### src/mpwm_pkg.sv
package mpwm_pkg;

	localparam int PERIOD_BITS_DEF = 16;
	localparam int LOWEST_NOTE_DEF = 36;
	localparam int SCALE_ENTRIES = 12;
	localparam int IDX_BITS = 4;
	localparam int OCT_BITS = 4;
	localparam int MAX_OCTAVE = 10;
	localparam int HOLD_BITS = 12;
	localparam int DUTY_SHIFT = 8;
	localparam int DIV5_MUL = 52429;
	localparam int DIV5_SHIFT = 18;

	typedef enum logic [1:0] {
		REQ_TICK = 2'd0,
		REQ_NOTE = 2'd1,
		REQ_LOAD = 2'd2
	} req_type_t;

	typedef struct packed {
		logic tick;
		logic note;
		logic load;
	} req_fire_t;

endpackage

### src/midi_note_pwm_tone_generator_core.sv
// note-driven pwm tone generator for a piezo tweeter
// input channel (in_valid/in_ready) takes one request per transfer:
//   tick, play note or load scale entry; only a tick yields a result
// output channel (out_valid/out_ready) returns one pwm_level per tick
// config channel (cfg_valid/cfg_ready) writes tick_rate; always ready,
//   write only while no request is in flight
// a tick waits in the input register from its input transfer until it
//   leaves there, and its result is then loaded into the result register;
//   while the result register is stalled, the tick stays in the input register
// throughput: one request per cycle; note decode, scale lookup, octave
//   shift and duty multiply all fit between the input and result registers
// a rest (note 0) or a note from LOWEST_NOTE up sets the tone and loads
//   a holdoff of tick_rate/20 ticks during which ticks give 0
// reset clears tone period, duty, holdoff, phase and tick_rate; the scale
//   store is not cleared and must be loaded before notes use it
// when the receiver stalls, the result register holds; a tick behind it
//   waits in the input register, non-tick requests still flow
module midi_note_pwm_tone_generator_core #(
	parameter int PERIOD_BITS = mpwm_pkg::PERIOD_BITS_DEF,
	parameter int LOWEST_NOTE = mpwm_pkg::LOWEST_NOTE_DEF
) (
	input  logic        clk,
	input  logic        arst_n,
	input  logic        in_valid,
	output logic        in_ready,
	input  logic [1:0]  req_type,
	input  logic [6:0]  note_number,
	input  logic [6:0]  velocity,
	input  logic [3:0]  table_index,
	input  logic [15:0] table_period,
	output logic        out_valid,
	input  logic        out_ready,
	output logic        pwm_level,
	input  logic        cfg_valid,
	output logic        cfg_ready,
	input  logic [15:0] cfg_data
);
	import mpwm_pkg::*;

	logic                   valid_s1;
	logic [1:0]             req_type_s1;
	logic [6:0]             note_number_s1;
	logic [6:0]             velocity_s1;
	logic [3:0]             table_index_s1;
	logic [15:0]            table_period_s1;
	logic                   out_valid_q;
	logic                   pwm_level_q;
	logic [HOLD_BITS-1:0]   holdoff_len_q;
	logic [29:0]            hold_prod;
	logic                   stall_out;
	logic                   advance;
	req_fire_t              fire;
	logic                   tone_set;
	logic [PERIOD_BITS-1:0] tone_period;
	logic [PERIOD_BITS-1:0] tone_duty;
	logic                   level;

	assign cfg_ready = 1'b1;
	assign out_valid = out_valid_q;
	assign pwm_level = pwm_level_q;

	assign stall_out = out_valid_q && !out_ready;
	assign advance = valid_s1 && !((req_type_s1 == REQ_TICK) && stall_out);
	assign in_ready = !valid_s1 || advance;

	// tick_rate/20 as (tick_rate>>2)/5 by reciprocal
	assign hold_prod = 30'(cfg_data[15:2]) * 30'(DIV5_MUL);

	always_ff @(posedge clk or negedge arst_n) begin
		if (!arst_n) begin
			holdoff_len_q <= '0;
		end else if (cfg_valid) begin
			holdoff_len_q <= hold_prod[DIV5_SHIFT +: HOLD_BITS];
		end
	end

	always_ff @(posedge clk or negedge arst_n) begin
		if (!arst_n) begin
			valid_s1 <= 1'b0;
		end else if (in_ready) begin
			valid_s1 <= in_valid;
		end
	end

	always_ff @(posedge clk) begin
		if (in_valid && in_ready) begin
			req_type_s1 <= req_type;
			note_number_s1 <= note_number;
			velocity_s1 <= velocity;
			table_index_s1 <= table_index;
			table_period_s1 <= table_period;
		end
	end

	always_comb begin
		fire = '0;
		if (advance) begin
			unique case (req_type_s1)
				REQ_TICK: fire.tick = 1'b1;
				REQ_NOTE: fire.note = 1'b1;
				REQ_LOAD: fire.load = 1'b1;
				default: ;
			endcase
		end
	end

	mpwm_scale #(
		.PERIOD_BITS(PERIOD_BITS),
		.LOWEST_NOTE(LOWEST_NOTE)
	) u_scale (
		.clk(clk),
		.fire(fire),
		.note_number(note_number_s1),
		.velocity(velocity_s1),
		.table_index(table_index_s1),
		.table_period(table_period_s1),
		.tone_set(tone_set),
		.tone_period(tone_period),
		.tone_duty(tone_duty)
	);

	mpwm_voice #(
		.PERIOD_BITS(PERIOD_BITS)
	) u_voice (
		.clk(clk),
		.arst_n(arst_n),
		.fire(fire),
		.tone_set(tone_set),
		.tone_period(tone_period),
		.tone_duty(tone_duty),
		.holdoff_len(holdoff_len_q),
		.level(level)
	);

	always_ff @(posedge clk or negedge arst_n) begin
		if (!arst_n) begin
			out_valid_q <= 1'b0;
		end else if (fire.tick) begin
			out_valid_q <= 1'b1;
		end else if (out_ready) begin
			out_valid_q <= 1'b0;
		end
	end

	always_ff @(posedge clk) begin
		if (fire.tick) begin
			pwm_level_q <= level;
		end
	end

endmodule

### src/mpwm_scale.sv
module mpwm_scale #(
	parameter int PERIOD_BITS = mpwm_pkg::PERIOD_BITS_DEF,
	parameter int LOWEST_NOTE = mpwm_pkg::LOWEST_NOTE_DEF
) (
	input  logic                   clk,
	input  mpwm_pkg::req_fire_t    fire,
	input  logic [6:0]             note_number,
	input  logic [6:0]             velocity,
	input  logic [3:0]             table_index,
	input  logic [15:0]            table_period,
	output logic                   tone_set,
	output logic [PERIOD_BITS-1:0] tone_period,
	output logic [PERIOD_BITS-1:0] tone_duty
);
	import mpwm_pkg::*;

	localparam int PROD_BITS = PERIOD_BITS + 7;

	logic [PERIOD_BITS-1:0] store_q [SCALE_ENTRIES];
	logic [6:0]             rel;
	logic [OCT_BITS-1:0]    octave;
	logic [6:0]             idx_full;
	logic [IDX_BITS-1:0]    idx;
	logic [PERIOD_BITS-1:0] shifted;
	logic [PROD_BITS-1:0]   prod;
	logic                   is_rest;

	// scale store, no reset
	always_ff @(posedge clk) begin
		if (fire.load && (table_index < IDX_BITS'(SCALE_ENTRIES))) begin
			store_q[table_index] <= PERIOD_BITS'(table_period);
		end
	end

	// octave by parallel threshold compares
	always_comb begin
		rel = note_number - 7'(LOWEST_NOTE);
		octave = '0;
		for (int k = 1; k <= MAX_OCTAVE; k++) begin
			if (rel >= 7'(SCALE_ENTRIES * k)) begin
				octave = octave + OCT_BITS'(1);
			end
		end
		idx_full = rel - (7'(SCALE_ENTRIES) * 7'(octave));
		idx = idx_full[IDX_BITS-1:0];
		shifted = store_q[idx] >> octave;
		prod = PROD_BITS'(shifted) * PROD_BITS'(velocity);
	end

	assign is_rest = (note_number == 7'd0);
	assign tone_set = fire.note && (is_rest || (note_number >= 7'(LOWEST_NOTE)));
	assign tone_period = is_rest ? '0 : shifted;
	assign tone_duty = is_rest ? '0 : PERIOD_BITS'(prod >> DUTY_SHIFT);

endmodule

### src/mpwm_voice.sv
module mpwm_voice #(
	parameter int PERIOD_BITS = mpwm_pkg::PERIOD_BITS_DEF
) (
	input  logic                            clk,
	input  logic                            arst_n,
	input  mpwm_pkg::req_fire_t             fire,
	input  logic                            tone_set,
	input  logic [PERIOD_BITS-1:0]          tone_period,
	input  logic [PERIOD_BITS-1:0]          tone_duty,
	input  logic [mpwm_pkg::HOLD_BITS-1:0]  holdoff_len,
	output logic                            level
);
	import mpwm_pkg::*;

	logic [PERIOD_BITS-1:0] period_q;
	logic [PERIOD_BITS-1:0] duty_q;
	logic [HOLD_BITS-1:0]   holdoff_q;
	logic [PERIOD_BITS-1:0] phase_q;
	logic [PERIOD_BITS-1:0] phase_inc;
	logic [PERIOD_BITS-1:0] phase_nxt;
	logic                   holding;

	assign holding = (holdoff_q != '0);
	assign phase_inc = phase_q + PERIOD_BITS'(1);
	assign phase_nxt = (phase_inc >= period_q) ? '0 : phase_inc;
	assign level = !holding && (phase_nxt < duty_q);

	always_ff @(posedge clk or negedge arst_n) begin
		if (!arst_n) begin
			period_q <= '0;
			duty_q <= '0;
			holdoff_q <= '0;
			phase_q <= '0;
		end else if (tone_set) begin
			period_q <= tone_period;
			duty_q <= tone_duty;
			holdoff_q <= holdoff_len;
		end else if (fire.tick) begin
			if (holding) begin
				holdoff_q <= holdoff_q - HOLD_BITS'(1);
			end else begin
				phase_q <= phase_nxt;
			end
		end
	end

endmodule

### config.mk
export PLATFORM = sky130hd
export DESIGN_NAME = midi_note_pwm_tone_generator_core
export DESIGN_NICKNAME = d
export VERILOG_FILES = /design/src/mpwm_pkg.sv /design/src/midi_note_pwm_tone_generator_core.sv /design/src/mpwm_scale.sv /design/src/mpwm_voice.sv
export SDC_FILE = /design/constraint.sdc
export NUM_CORES = 1
export LEC_CHECK = 0
export ABC_AREA = 1
export BUFFER_PORTS_ARGS = -buffer_cell sky130_fd_sc_hd__buf_2
export CORE_UTILIZATION = 60
export CTS_BUF_LIST = sky130_fd_sc_hd__clkbuf_4 sky130_fd_sc_hd__clkbuf_8
export DETAILED_ROUTE_END_ITERATION = 10
export PLACE_DENSITY_LB_ADDON = 0.12
export SKIP_CTS_REPAIR_TIMING = 1
export SYNTH_ARGS = -nofsm -noshare
export SYNTH_HDL_FRONTEND = slang
export SYNTH_SLANG_ARGS = --single-unit
### constraint.sdc
create_clock -name clk -period 11.2 [get_ports clk]
set_input_delay 2.24 -clock clk [delete_from_list [all_inputs] [get_ports clk]]
set_output_delay 2.24 -clock clk [all_outputs]
set_load 0.01 [all_outputs]
Word level (Yosys, flattened, before mapping)
Memories as Yosys holds them, arrays and structs flattened.
Index checks and enable logic that the tools add are counted.
{"block": "totals", "register_bits": 111, "mem_bits_rw": 192, "in_bits": 57, "word_cells": 94, "mem_count": 1}
{"block": "op_classes", "n_addsub": 13, "multipliers": 3, "n_lt_le_gt_ge": 14, "eq_ne": 2, "shifts": 1, "mux": 24, "bitwise": 2, "reduce_logical": 21}
{"name": "u_scale.store_q", "depth": 12, "word_bits": 16, "rd": 1, "rd_ports_with_merged_regs": 0, "write_ports": 1, "line": "mpwm_scale.sv:19", "source": "logic [PERIOD_BITS-1:0] store_q [SCALE_ENTRIES];"}
{"cell": "12-bit two-way mux", "n": 3}
{"cell": "4-bit two-way mux", "n": 9}
{"cell": "7-bit >= comparator (second input constant)", "n": 5}
{"cell": "4-bit by 1-bit adder with 4-bit output (second input constant)", "n": 8}
{"cell": "16-bit two-way mux", "n": 2}
{"cell": "14-bit by 16-bit multiplier with 30-bit output (second input constant)", "n": 1}
{"cell": "7-bit by 6-bit >= comparator with 1-bit output (second input constant)", "n": 4}
{"cell": "16-bit by 7-bit multiplier with 23-bit output", "n": 1}
{"cell": "16-bit by 1-bit adder with 16-bit output (second input constant)", "n": 1}
{"cell": "16-bit >= comparator", "n": 1}
{"cell": "16-bit < comparator", "n": 1}
{"cell": "16-bit by 4-bit right shift with 16-bit output", "n": 1}
{"cell": "15-bit two-way mux", "n": 1}
{"cell": "12-bit nonzero test", "n": 1}
{"cell": "12-bit by 1-bit subtractor with 12-bit output (second input constant)", "n": 1}
{"cell": "1-bit two-way mux", "n": 8}
{"cell": "7-bit by 4-bit >= comparator with 1-bit output (second input constant)", "n": 1}
{"cell": "7-bit by 5-bit >= comparator with 1-bit output (second input constant)", "n": 1}
{"cell": "1-bit logical AND", "n": 7}
{"cell": "7-bit logical NOT", "n": 1}
{"cell": "7-bit by 6-bit subtractor with 7-bit output (second input constant)", "n": 1}
{"cell": "2-bit nonzero test", "n": 3}
{"cell": "1-bit logical NOT", "n": 4}
{"cell": "4-bit < comparator (second input constant)", "n": 1}
{"cell": "other kinds (11)", "n": 13}

Logic depth before layout (Yosys ltp)
Gate-level depths: netlist of the first run.
An unclocked memory read counts as a cell.
{"block": "depth", "depth_word": 27, "ltp_mapped": 68, "ltp_nobuf": 67}

Hierarchy
A second synthesis of the first run with hierarchy kept.
{"block": "unflattened", "hier_cells": 2600, "hier_area_um2": 22741.8}
{"module": "mpwm_scale", "n_inst": 1, "cells_each": 1434, "area_each_um2": 13137.6, "seq_area_each_um2": 5765.5}
{"module": "midi_note_pwm_tone_generator_core", "n_inst": 1, "cells_each": 686, "area_each_um2": 5804.3, "seq_area_each_um2": 1461.4}
{"module": "mpwm_voice", "n_inst": 1, "cells_each": 480, "area_each_um2": 3799.9, "seq_area_each_um2": 1501.4}

Least setup slack after synthesis of the first run
OpenSTA, ideal clock, no wires.
{"block": "synth_timing", "kind": "register to register", "startpoint": "reg note_number_s1[2]", "endpoint": "reg u_voice.duty_q[8]", "setup_ps": 129, "arrival_time_ps": 10079, "required_ps": 11071, "slack_ps": 991, "stages_incl_launch_ff": 68, "n_path_buf": 2, "synth_period_minus_slack_ps": 10209, "path_cell_list": "edfxtp_1 -> inv_2 -> ha_1 -> nand2_1 -> nand2_1 -> nand2_1 -> nand2_4 -> inv_1 -> nor2_1 -> inv_1 -> a21oi_1 -> ha_1 -> inv_1 -> nand4_1 -> nand2_2 -> inv_1 -> ha_1 -> or2_1 -> (+32 left out) -> fa_1 -> fa_1 -> fa_1 -> inv_1 -> fa_1 -> inv_1 -> ha_1 -> nand2_1 -> o21ai_0 -> inv_1 -> o21ai_0 -> inv_1 -> nand2_1 -> nand2_1 -> nand2_1 -> a21oi_1 -> o21ai_0 -> o21ai_1"}
{"block": "synth_between", "elab_chain_len": 27, "elab_cells_between_ends": 40}
{"element": "start, declared", "line": "midi_note_pwm_tone_generator_core.sv:42", "source": "logic [6:0] note_number_s1;"}
{"element": "start signal, assigned", "line": "midi_note_pwm_tone_generator_core.sv:88", "source": "note_number_s1 <= note_number;"}
{"element": "7-bit by 6-bit subtractor with 7-bit output", "line": "mpwm_scale.sv:37", "source": "rel = note_number - 7'(LOWEST_NOTE);"}
{"element": "7-bit by 4-bit >= comparator with 1-bit output", "line": "mpwm_scale.sv:40", "source": "if (rel >= 7'(SCALE_ENTRIES * k)) begin"}
{"element": "1-bit two-way mux", "line": "mpwm_scale.sv:40"}
{"element": "1-bit by 1-bit adder with 2-bit output", "line": "mpwm_scale.sv:41", "source": "octave = octave + OCT_BITS'(1);"}
{"element": "4-bit two-way mux", "line": "mpwm_scale.sv:40"}
{"element": "4-bit by 1-bit adder with 4-bit output", "line": "mpwm_scale.sv:41"}
{"element": "4-bit two-way mux", "line": "mpwm_scale.sv:40"}
{"element": "4-bit by 1-bit adder with 4-bit output", "line": "mpwm_scale.sv:41"}
{"element": "(+11 left out)"}
{"element": "4-bit by 1-bit adder with 4-bit output", "line": "mpwm_scale.sv:41"}
{"element": "4-bit two-way mux", "line": "mpwm_scale.sv:40"}
{"element": "2-bit by 4-bit multiplier with 2-bit output", "line": "mpwm_scale.sv:44", "source": "idx_full = rel - (7'(SCALE_ENTRIES) * 7'(octave));"}
{"element": "4-bit subtractor", "line": "mpwm_scale.sv:44"}
{"element": "memory 12 x 16 bit"}
{"element": "16-bit by 4-bit right shift with 16-bit output", "line": "mpwm_scale.sv:46", "source": "shifted = store_q[idx] >> octave;"}
{"element": "16-bit by 7-bit multiplier with 23-bit output", "line": "mpwm_scale.sv:47", "source": "prod = PROD_BITS'(shifted) * PROD_BITS'(velocity);"}
{"element": "15-bit two-way mux", "line": "mpwm_scale.sv:53", "source": "assign tone_duty = is_rest ? '0 : PERIOD_BITS'(prod >> DUTY_SHIFT);"}
{"element": "end signal, assigned", "line": "mpwm_voice.sv:36", "source": "duty_q <= tone_duty;"}
{"element": "end, declared", "line": "mpwm_voice.sv:16", "source": "logic [PERIOD_BITS-1:0] duty_q;"}
Parallel ways exist; a longest one is shown, timed or not.
A chain may end at the register's enable or synchronous reset.

Worst setup path after layout of the first run
{"block": "layout_timing", "startpoint": "reg note_number_s1[2]", "endpoint": "reg u_voice.duty_q[7]"}
Same word-level chain as after synthesis.

==> results of run 1 <==
-- state kept, by name (all words and copies together), names as in the netlist --
| name | cells |
|---|---|
| note_number_s1 | 7 |
| u_scale.store_q | 192 |
| u_voice.period_q | 16 |
| req_type_s1 | 2 |
| table_period_s1 | 16 |
| table_index_s1 | 4 |
| u_voice.duty_q | 15 |
| velocity_s1 | 7 |
| out_valid | 1 |
| holdoff_len_q | 12 |
| pwm_level | 1 |
| u_voice.holdoff_q | 12 |
| u_voice.phase_q | 16 |
| valid_s1 | 1 |
-- routing by layer --
| metal | GRT usage [%] | vias up |
|---|---|---|
| li1 | - | 7719 |
| met1 | 38.6 | 7652 |
| met2 | 45.2 | 474 |
| met3 | 4.43 | 62 |
| met4 | 7.79 | 0 |
| met5 | 0 | - |
-- layout by cell type, fill, tap and decap left out, types with 24 or more instances in the layout --
master	netlist	layout
o21ai_0	131	125
buf_4	3	54
buf_2	4	56
or2_2	24	24
ha_1	191	187
nand2_1	366	356
nor2_1	237	231
o22ai_1	27	27
fa_1	122	122
o221ai_1	28	28
clkbuf_8	0	54
edfxtp_1	229	229
nand2_2	18	26
a21oi_1	87	86
nand3_1	143	142
inv_1	328	322
dfrtp_1	73	73
-- final timing paths --
kind	startpoint	to	slack, ns	cells past startpoint
max	note_number_s1[2]	u_voice.duty_q[7]	0.62	61
min	holdoff_len_q[10]	holdoff_len_q[10]	0.48	2
max reg2reg	note_number_s1[2]	u_voice.duty_q[7]	0.62	61
min reg2reg	holdoff_len_q[10]	holdoff_len_q[10]	0.48	2
max in group asynchronous	arst_n	u_voice.holdoff_q[9]	8.83	1
min in group asynchronous	arst_n	u_voice.duty_q[12]	1.73	1
-- kinds of logic after synthesis --
family,Yosys count,share of synthesized area [%]
compound gates,328,9.26
fa+ha+maj,313,22.8
mux,1,0.0531
simple gates,864,17.9
buf+inv,405,7.43
flops,302,41.0
xor+xnor,31,1.49
other cells,1,0.0177
-- cell type report --
| class | count | area, µm² |
|---|---|---|
| Multi-Input combinational cell | 1540 | 11100 |
| Clock inverter | 14 | 125 |
| Clock buffer | 69 | 856 |
| Inverter | 339 | 1280 |
| Tap cell | 455 | 569 |
| Timing Repair Buffer | 112 | 717 |
| Fill cell | 2744 | 11200 |
| Sequential cell | 302 | 8700 |
-- worst max-delay path: cells and delay by family (launching register included) --
| family | cells | cell delay (ns) |
|---|---|---|
| flops | 1 | 0.41 |
| buf+inv | 9 | 0.73 |
| fa+ha+maj | 11 | 4.05 |
| compound gates | 6 | 0.87 |
| simple gates | 35 | 4.37 |
-- through the flow --
stage / instance area, µm² / utilization, % / cells
after floorplan: 21200 / - / 2245
after global placement: 22100 / 63.8 / 2732
after detailed placement: 22100 / 63.8 / 2732
after CTS: 23100 / 66.7 / 2815
after global routing: 23400 / 67.6 / 2831
final: 23400 / 67.6 / 2831
==> run summary, run 1 <==
Status -> finished, final reports clean
Synth async-reset ratio -> 24.2%
Starting Density -> 61.2%
Arr. time, crit path -> 11.06 ns
Most frequent cell after synthesis -> nand2_1
Setup tns final -> 0 ns
CP max-delay cell -> fa_1
CTS root buf -> clkbuf_8
IO Pins -> 61
Setup crit end kind -> flip-flop
Initial DRC count -> 957
#FFs+latches synth -> 302
Highest routed metal layer -> met4
Initial antenna violation count -> 0
Clk slew on worst S/H paths -> 0.06 ns
Top FF cell, synth -> edfxtp_1
Max Fclk -> 94.5 MHz
Syn Inst Count -> 2245
CP most frequent cell -> nand2_1
Syn_nets -> 2615
Worst-margin pin slew -> 1.09 ns
CTS tree -> done
Met3 WL -> 2880 µm
EDFF count, synth -> 229
Routed WL -> 48400 µm
Met2 WL post-DR -> 23000 µm
Slowest stage delay, CP -> 0.54 ns
Detailed Place HPWL -> 35000 µm
Most frequent cells after synthesis -> nand2_1, inv_1, nor2_1
TritonCTS buffer count -> 49
Drt via density -> 5.62
Largest net degree at the start of global routing -> 74
Total congestion overflow -> 0
Yosys cell types -> 58
Avg Cell Area, Syn -> 9.45 µm²
Vias in the first global route -> 15675
Inserted Diodes -> 0
Area contributors post-synth -> edfxtp_1, fa_1, ha_1
Die height -> 190 µm
Clock skew -> 0.0362 ns
Final min period -> 10.58 ns
Area share of the largest cell type after synthesis -> 32.4%
Hold Vio Cnt, Final -> 0
Crit start category -> flip-flop
Mapped Area -> 21200 µm²
Share of post-route cells with drive strength above 1 -> 13.5%
Worst Path Max Fanout -> 8
Clk_lat worst skew -> 0.64 ns
Final Cycle Share -> 94.4%
Port Buf Inserts -> 57
Yosys warnings -> 0
Worst Hold Class -> reg -> reg
PnR worst setup slack -> 0.623 ns
Max Cap Viol -> 0
Pre-CTS setup slack -> -0.104 ns
Finish-stage setup viols -> 0
Clock sink count -> 302
DRC Markers -> 0
Die area -> 36100 µm²
WL/cell -> 17.1 µm
WL met1 -> 21400 µm
First-pass GRT wire length -> 78600 µm
CP Class -> reg -> reg
CTS max path bufs -> 3
CTS H-tree depth -> 2
Hold Slack -> 0.484 ns
Tot GR Track Use -> 27.8%
CP required -> 11.68 ns
Final Max Tran Viols -> 0
Synth area leader -> edfxtp_1
DR pass1 iterations -> 7
Nets -> 2714
Routability cong. -> 0.935
Routed Antenna Nets -> 0
CORE AREA -> 34600 µm²
Register area share after synthesis -> 41.0%
Die X-Extent -> 190 µm
Vias -> 15907
Row cnt -> 68
Slew headroom -> 27.1%
Layout Area Growth over Synthesis -> 10.3%
Power of run 1 is left out: the tool's default activity adds up to more than one toggle a clock period on the data nets, which glitch-free logic cannot reach.
==> run 2, diff against run 1 <==
CORE_UTILIZATION = 62   (was 60)
==> run 2 against run 1 <==
Net effect:
- clock skew shrank 0.010 ns
- cell count shrank 0.39%
- count of clock-buffer cells in the layout grew 1
- worst setup slack lost 0.088 ns
- die area shrank 3.2%
- design area grew 0.25%
- sequential cell count is the same
- first-iteration DRC count grew 41%
- non-clock buffer count shrank 9
- critical path depth is the same
- wire length grew 0.44%
- largest cell class unchanged
==> run summary, run 2 (same netlist as run 1, synthesis figures left out) <==
Status -> finished, final reports clean
Clock skew -> 0.0259 ns (-0.0103 ns)
First-pass GRT wire length -> 78900 µm (+0.34%)
Area occupied by multi-input gates -> 11300 µm² (+1.2%)
Finish-stage setup viols -> 0 (unchanged)
Final Cycle Share -> 95.2% (+0.78 points)
Row cnt -> 67 (-1.5%)
Setup crit end kind -> flip-flop
CP required -> 11.65 ns (-0.03 ns)
Final Max Tran Viols -> 0 (unchanged)
DRC Markers -> 0 (unchanged)
DR pass1 iterations -> 5 (-2)
Layout Area Growth over Synthesis -> 10.6%
CP Class -> reg -> reg
Max reg flops -> 192 (unchanged)
Clock sink count -> 302 (unchanged)
Max Cap Viol -> 0 (unchanged)
WL/cell -> 17.2 µm (+0.83%)
Hold Vio Cnt, Final -> 0 (unchanged)
Max Fclk -> 93.8 MHz (-0.82%)
CP most frequent cell -> nand2_1
CP max-delay cell -> fa_1
Worst-margin pin slew -> 1.04 ns (-0.0521 ns)
Routability cong. -> 0.947 (+1.3%)
Clk slew on worst S/H paths -> 0.06 ns (about the same)
Die X-Extent -> 187 µm (-1.6%)
Total congestion overflow -> 0 (unchanged)
Die height -> 187 µm (-1.6%)
PnR worst setup slack -> 0.536 ns (-0.0876 ns)
Initial DRC count -> 1350 (+41%)
IO Pins -> 61 (unchanged)
Clk_lat worst skew -> 0.62 ns (-0.02 ns)
Tot GR Track Use -> 28.4% (+0.59 points)
Detailed Place HPWL -> 34800 µm (-0.58%)
Slowest stage delay, CP -> 0.55 ns (about the same)
CORE AREA -> 33600 µm² (-2.9%)
Slew headroom -> 30.5% (+3.4 points)
Port Buf Inserts -> 57 (unchanged)
Routed Antenna Nets -> 0 (unchanged)
CTS root buf -> clkbuf_8
Share of post-route cells with drive strength above 1 -> 14.2% (+0.70 points)
Commonest non-fill, non-tap cell in the layout -> nand2_1
Crit start category -> flip-flop
Drt via density -> 5.66 (+0.71%)
Routed WL -> 48600 µm (+0.44%)
Largest net degree at the start of global routing -> 74 (unchanged)
Arr. time, crit path -> 11.11 ns (+0.05 ns)
Worst Hold Class -> reg -> reg
Inserted Diodes -> 0 (unchanged)
Fin cells -> 2820 (-0.39%)
Most frequent cells in the layout -> nand2_1, inv_1, nor2_1
Register area -> 8700 µm² (unchanged)
Vias in the first global route -> 15967 (+1.9%)
Initial antenna violation count -> 0 (unchanged)
TritonCTS buffer count -> 51 (+4.1%)
Die area -> 34900 µm² (-3.2%)
Nets -> 2706 (-0.29%)
Vias -> 15957 (+0.31%)
Worst Path Max Fanout -> 13 (+5)
Starting Density -> 63.1% (+1.8 points)
CTS max path bufs -> 3 (unchanged)
# fillers -> 2598 (-5.3%)
CTS tree -> done
CTS H-tree depth -> 2 (unchanged)
Pre-CTS setup slack -> -0.215 ns (-0.111 ns)
Placed Cells -> 2721 (-0.40%)
Largest Register -> u_scale.store_q
Final min period -> 10.66 ns (+0.0876 ns)
==> run 2: changes by cell type in the layout (fill, tap and decap cells not counted), sizes merged <==
cell / before / now
buf: 112 / 103
clkbuf: 69 / 70
clkinv: 12 / 18
clkinvlp: 1 / 2
inv: 339 / 338
nand2: 391 / 389
==> run 2: per-layer routing <==
| metal | routed length [µm] | GRT usage (%) |
|---|---|---|
| met2 | 23200 | 47.2 |
| met5 | 0 | 0 |
| met4 | 699 | 6.72 |
| met1 | 21400 | 39.0 |
| met3 | 3310 | 4.88 |
==> run 2: layout make-up <==
| cell class | count | area share [%] |
|---|---|---|
| repair buffers | 103 | 2.77 |
| multi-input cells | 1538 | 48.1 |
| inverters | 339 | 5.45 |
| clock buffers | 70 | 3.63 |
| well taps | 448 | 2.39 |
| flip-flops and latches | 302 | 37.1 |
| repair inverters | 1 | 0.0213 |
| clock inverters | 19 | 0.555 |
==> run 2: path summary, 6_finish.rpt <==
path	startpoint	to	slack, ns	cells past startpoint
min in group asynchronous	arst_n	u_voice.phase_q[12]	1.76	1
max	note_number_s1[3]	u_voice.duty_q[8]	0.54	61
min	u_voice.duty_q[9]	u_voice.duty_q[9]	0.48	2
max in group asynchronous	arst_n	u_voice.holdoff_q[1]	8.81	1
max reg2reg	note_number_s1[3]	u_voice.duty_q[8]	0.54	61
min reg2reg	u_voice.duty_q[9]	u_voice.duty_q[9]	0.48	2
==> run 2: through the flow <==
stage                     hold slack (ns)  TNS [ns]  cell area, µm²  util [%]
after floorplan                     0.444         0           21200         -
after global placement              0.468         0           22100      65.6
after detailed placement            0.471     -1.16           22100      65.6
after CTS                           0.486     -1.78           23000      68.5
after global routing                0.509    -0.731           23500      69.8
final                               0.483         0           23500      69.8
==> run 2: critical path, delay by kind of cell (launching register included) <==
kind	cells	cell delay, ns
compound gates	8	1.12
fa+ha+maj	11	4.09
buf+inv	10	0.70
flops	1	0.36
simple gates	32	4.20
Power of run 2 is left out for the same reason.
==> run 3, diff against run 2 <==
BUFFER_PORTS_ARGS = default   (was -buffer_cell sky130_fd_sc_hd__buf_2)
CTS_BUF_LIST = sky130_fd_sc_hd__clkbuf_16   (was sky130_fd_sc_hd__clkbuf_4 sky130_fd_sc_hd__clkbuf_8)
DONT_BUFFER_PORTS = 1   (was default)
==> run 3 against run 2 <==
Net effect:
- design area down 0.81%
- worst setup slack improved by 0.022 ns
- core utilization fell by 0.57 points
- hold slack worse by 0.0048 ns
- sequential cell count unchanged
- critical endpoint is now u_voice.duty_q[7]
==> run summary, run 3 (same netlist as run 1, synthesis figures left out) <==
Hold Path End -> u_voice.duty_q[0]
Commonest non-fill, non-tap cell in the layout -> nand2_1
Final Cycle Share -> 95.0% (-0.20 points)
Final min period -> 10.64 ns (-0.0224 ns)
Hold Slack -> 0.478 ns (-0.00482 ns)
Max Cap Viol -> 0 (unchanged)
Die height -> 187 µm (unchanged)
Detailed Place HPWL -> 34400 µm (-0.91%)
IO Pins -> 61 (unchanged)
CTS tree -> done
Most frequent cells in the layout -> nand2_1, inv_1, nor2_1
CTS root buf -> clkbuf_16
Final Max Tran Viols -> 0 (unchanged)
Slowest stage delay, CP -> 0.57 ns (+0.02 ns)
Share of post-route cells with drive strength above 1 -> 10.6% (-3.6 points)
Finish-stage setup viols -> 0 (unchanged)
Worst-case reg-to-reg path depth -> 63 (+3.3%)
Initial DRC count -> 1211 (-10%)
DR pass1 iterations -> 9 (+4)
Clock sink count -> 302 (unchanged)
Initial antenna violation count -> 2 (+2)
CP required -> 11.58 ns (-0.07 ns)
Setup crit end kind -> flip-flop
Drt via density -> 5.71 (+0.94%)
Setup tns final -> 0 ns (unchanged)
Worst reg2reg setup slack -> 0.56 ns (+0.02 ns)
Cell count of the worst hold path -> 2 (unchanged)
Port Buf Inserts -> 0 (-100%)
Crit start category -> flip-flop
Clk slew on worst S/H paths -> 0.06 ns (about the same)
TritonCTS buffer count -> 34 (-33%)
Inserted Diodes -> 0 (unchanged)
WL/cell -> 17.6 µm (+2.3%)
RR Endpoint -> u_voice.duty_q[7]
Worst-margin pin slew -> 1.05 ns (+0.0134 ns)
Worst Hold Class -> reg -> reg
Clk_lat worst skew -> 0.55 ns (-0.07 ns)
Area occupied by multi-input gates -> 11200 µm² (-0.47%)
# fillers -> 2581 (-0.65%)
Slew headroom -> 29.7% (-0.81 points)
Post-layout util -> 69.2% (-0.57 points)
Layout Area Growth over Synthesis -> 9.69%
Die X-Extent -> 187 µm (unchanged)
Register area -> 8700 µm² (unchanged)
Max Fclk -> 94.0 MHz (+0.21%)
Tot GR Track Use -> 28.6% (+0.25 points)
Hold path startpoint -> u_voice.duty_q[0]
CP Buf/Inv Count -> 10 (unchanged)
Worst Path Max Fanout -> 8 (-5)
Crit path max-delay family -> simple AND/OR/NAND/NOR gates
Die area -> 34900 µm² (unchanged)
Routed Antenna Nets -> 0 (unchanged)
Routability cong. -> 0.954 (+0.75%)
Hold Vio Cnt, Final -> 0 (unchanged)
CP max-delay cell -> fa_1
Largest Register -> u_scale.store_q
Max reg flops -> 192 (unchanged)
Starting Density -> 63.1% (unchanged)
Total congestion overflow -> 0 (unchanged)
Reg2reg start -> note_number_s1[3]
Arr. time, crit path -> 11.02 ns (-0.09 ns)
Clock skew -> 0.0266 ns (+0.000647 ns)
CTS max path bufs -> 3 (unchanged)
CP Class -> reg -> reg
CORE AREA -> 33600 µm² (unchanged)
Row cnt -> 67 (unchanged)
First-pass GRT wire length -> 79500 µm (+0.85%)
CTS H-tree depth -> 2 (unchanged)
Vias in the first global route -> 15906 (-0.38%)
Nets -> 2636 (-2.6%)
Vias -> 15644 (-2.0%)
Routed WL -> 48300 µm (-0.65%)
CP most frequent cell -> nand2_1
Largest net degree at the start of global routing -> 74 (unchanged)
Status -> finished, final reports clean
DRC Markers -> 0 (unchanged)
## run 3: layer usage
metal | track usage, % | vias to the layer above | part of all wire (%) | routed length [µm]
met3 | 3.73 | 64 | 5.2 | 2510
li1 | - | 7560 | - | -
met1 | 39.5 | 7599 | 45 | 21500
met4 | 8.07 | 4 | 1.9 | 918
met2 | 47.8 | 417 | 48 | 23300
met5 | 0 | - | 0.056 | 27
## run 3: worst max path at each step
stage | startpoint | to | slack [ns] | depth (start not counted)
after floorplan | note_number_s1[2] | u_voice.duty_q[8] | 0.99 | 67
after global placement | note_number_s1[3] | u_voice.duty_q[7] | 0.05 | 59
after detailed placement | note_number_s1[3] | u_voice.duty_q[12] | -0.11 | 59
after CTS | note_number_s1[3] | u_voice.duty_q[12] | -0.11 | 59
after global routing | note_number_s1[3] | u_voice.duty_q[12] | -0.11 | 63
final | note_number_s1[3] | u_voice.duty_q[7] | 0.56 | 63
## run 3: layout make-up
class,count,share of cell area (%)
flip-flops and latches,302,37.4
clock inverters,26,1.01
clock buffers,35,3.77
well taps,448,2.41
inverters,339,5.50
multi-input cells,1539,48.2
repair buffers,50,1.66
## run 3: tightest hold or removal path: stages, from the launching register on
cell and delay [ns]:
dfrtp_1 0.34, nand2_1 0.05, nand2_1 0.06
## run 3: through the flow
stage	setup WS (ns)	cells	area, µm²
2_1_floorplan	0.991	2245	21200
3_3_place_gp	0.0521	2663	21800
3_5_place_dp	-0.113	2663	21800
4_1_cts	-0.111	2724	22900
5_1_grt	-0.106	2739	23300
6_report	0.558	2739	23300
Power of run 3 is left out for the same reason.
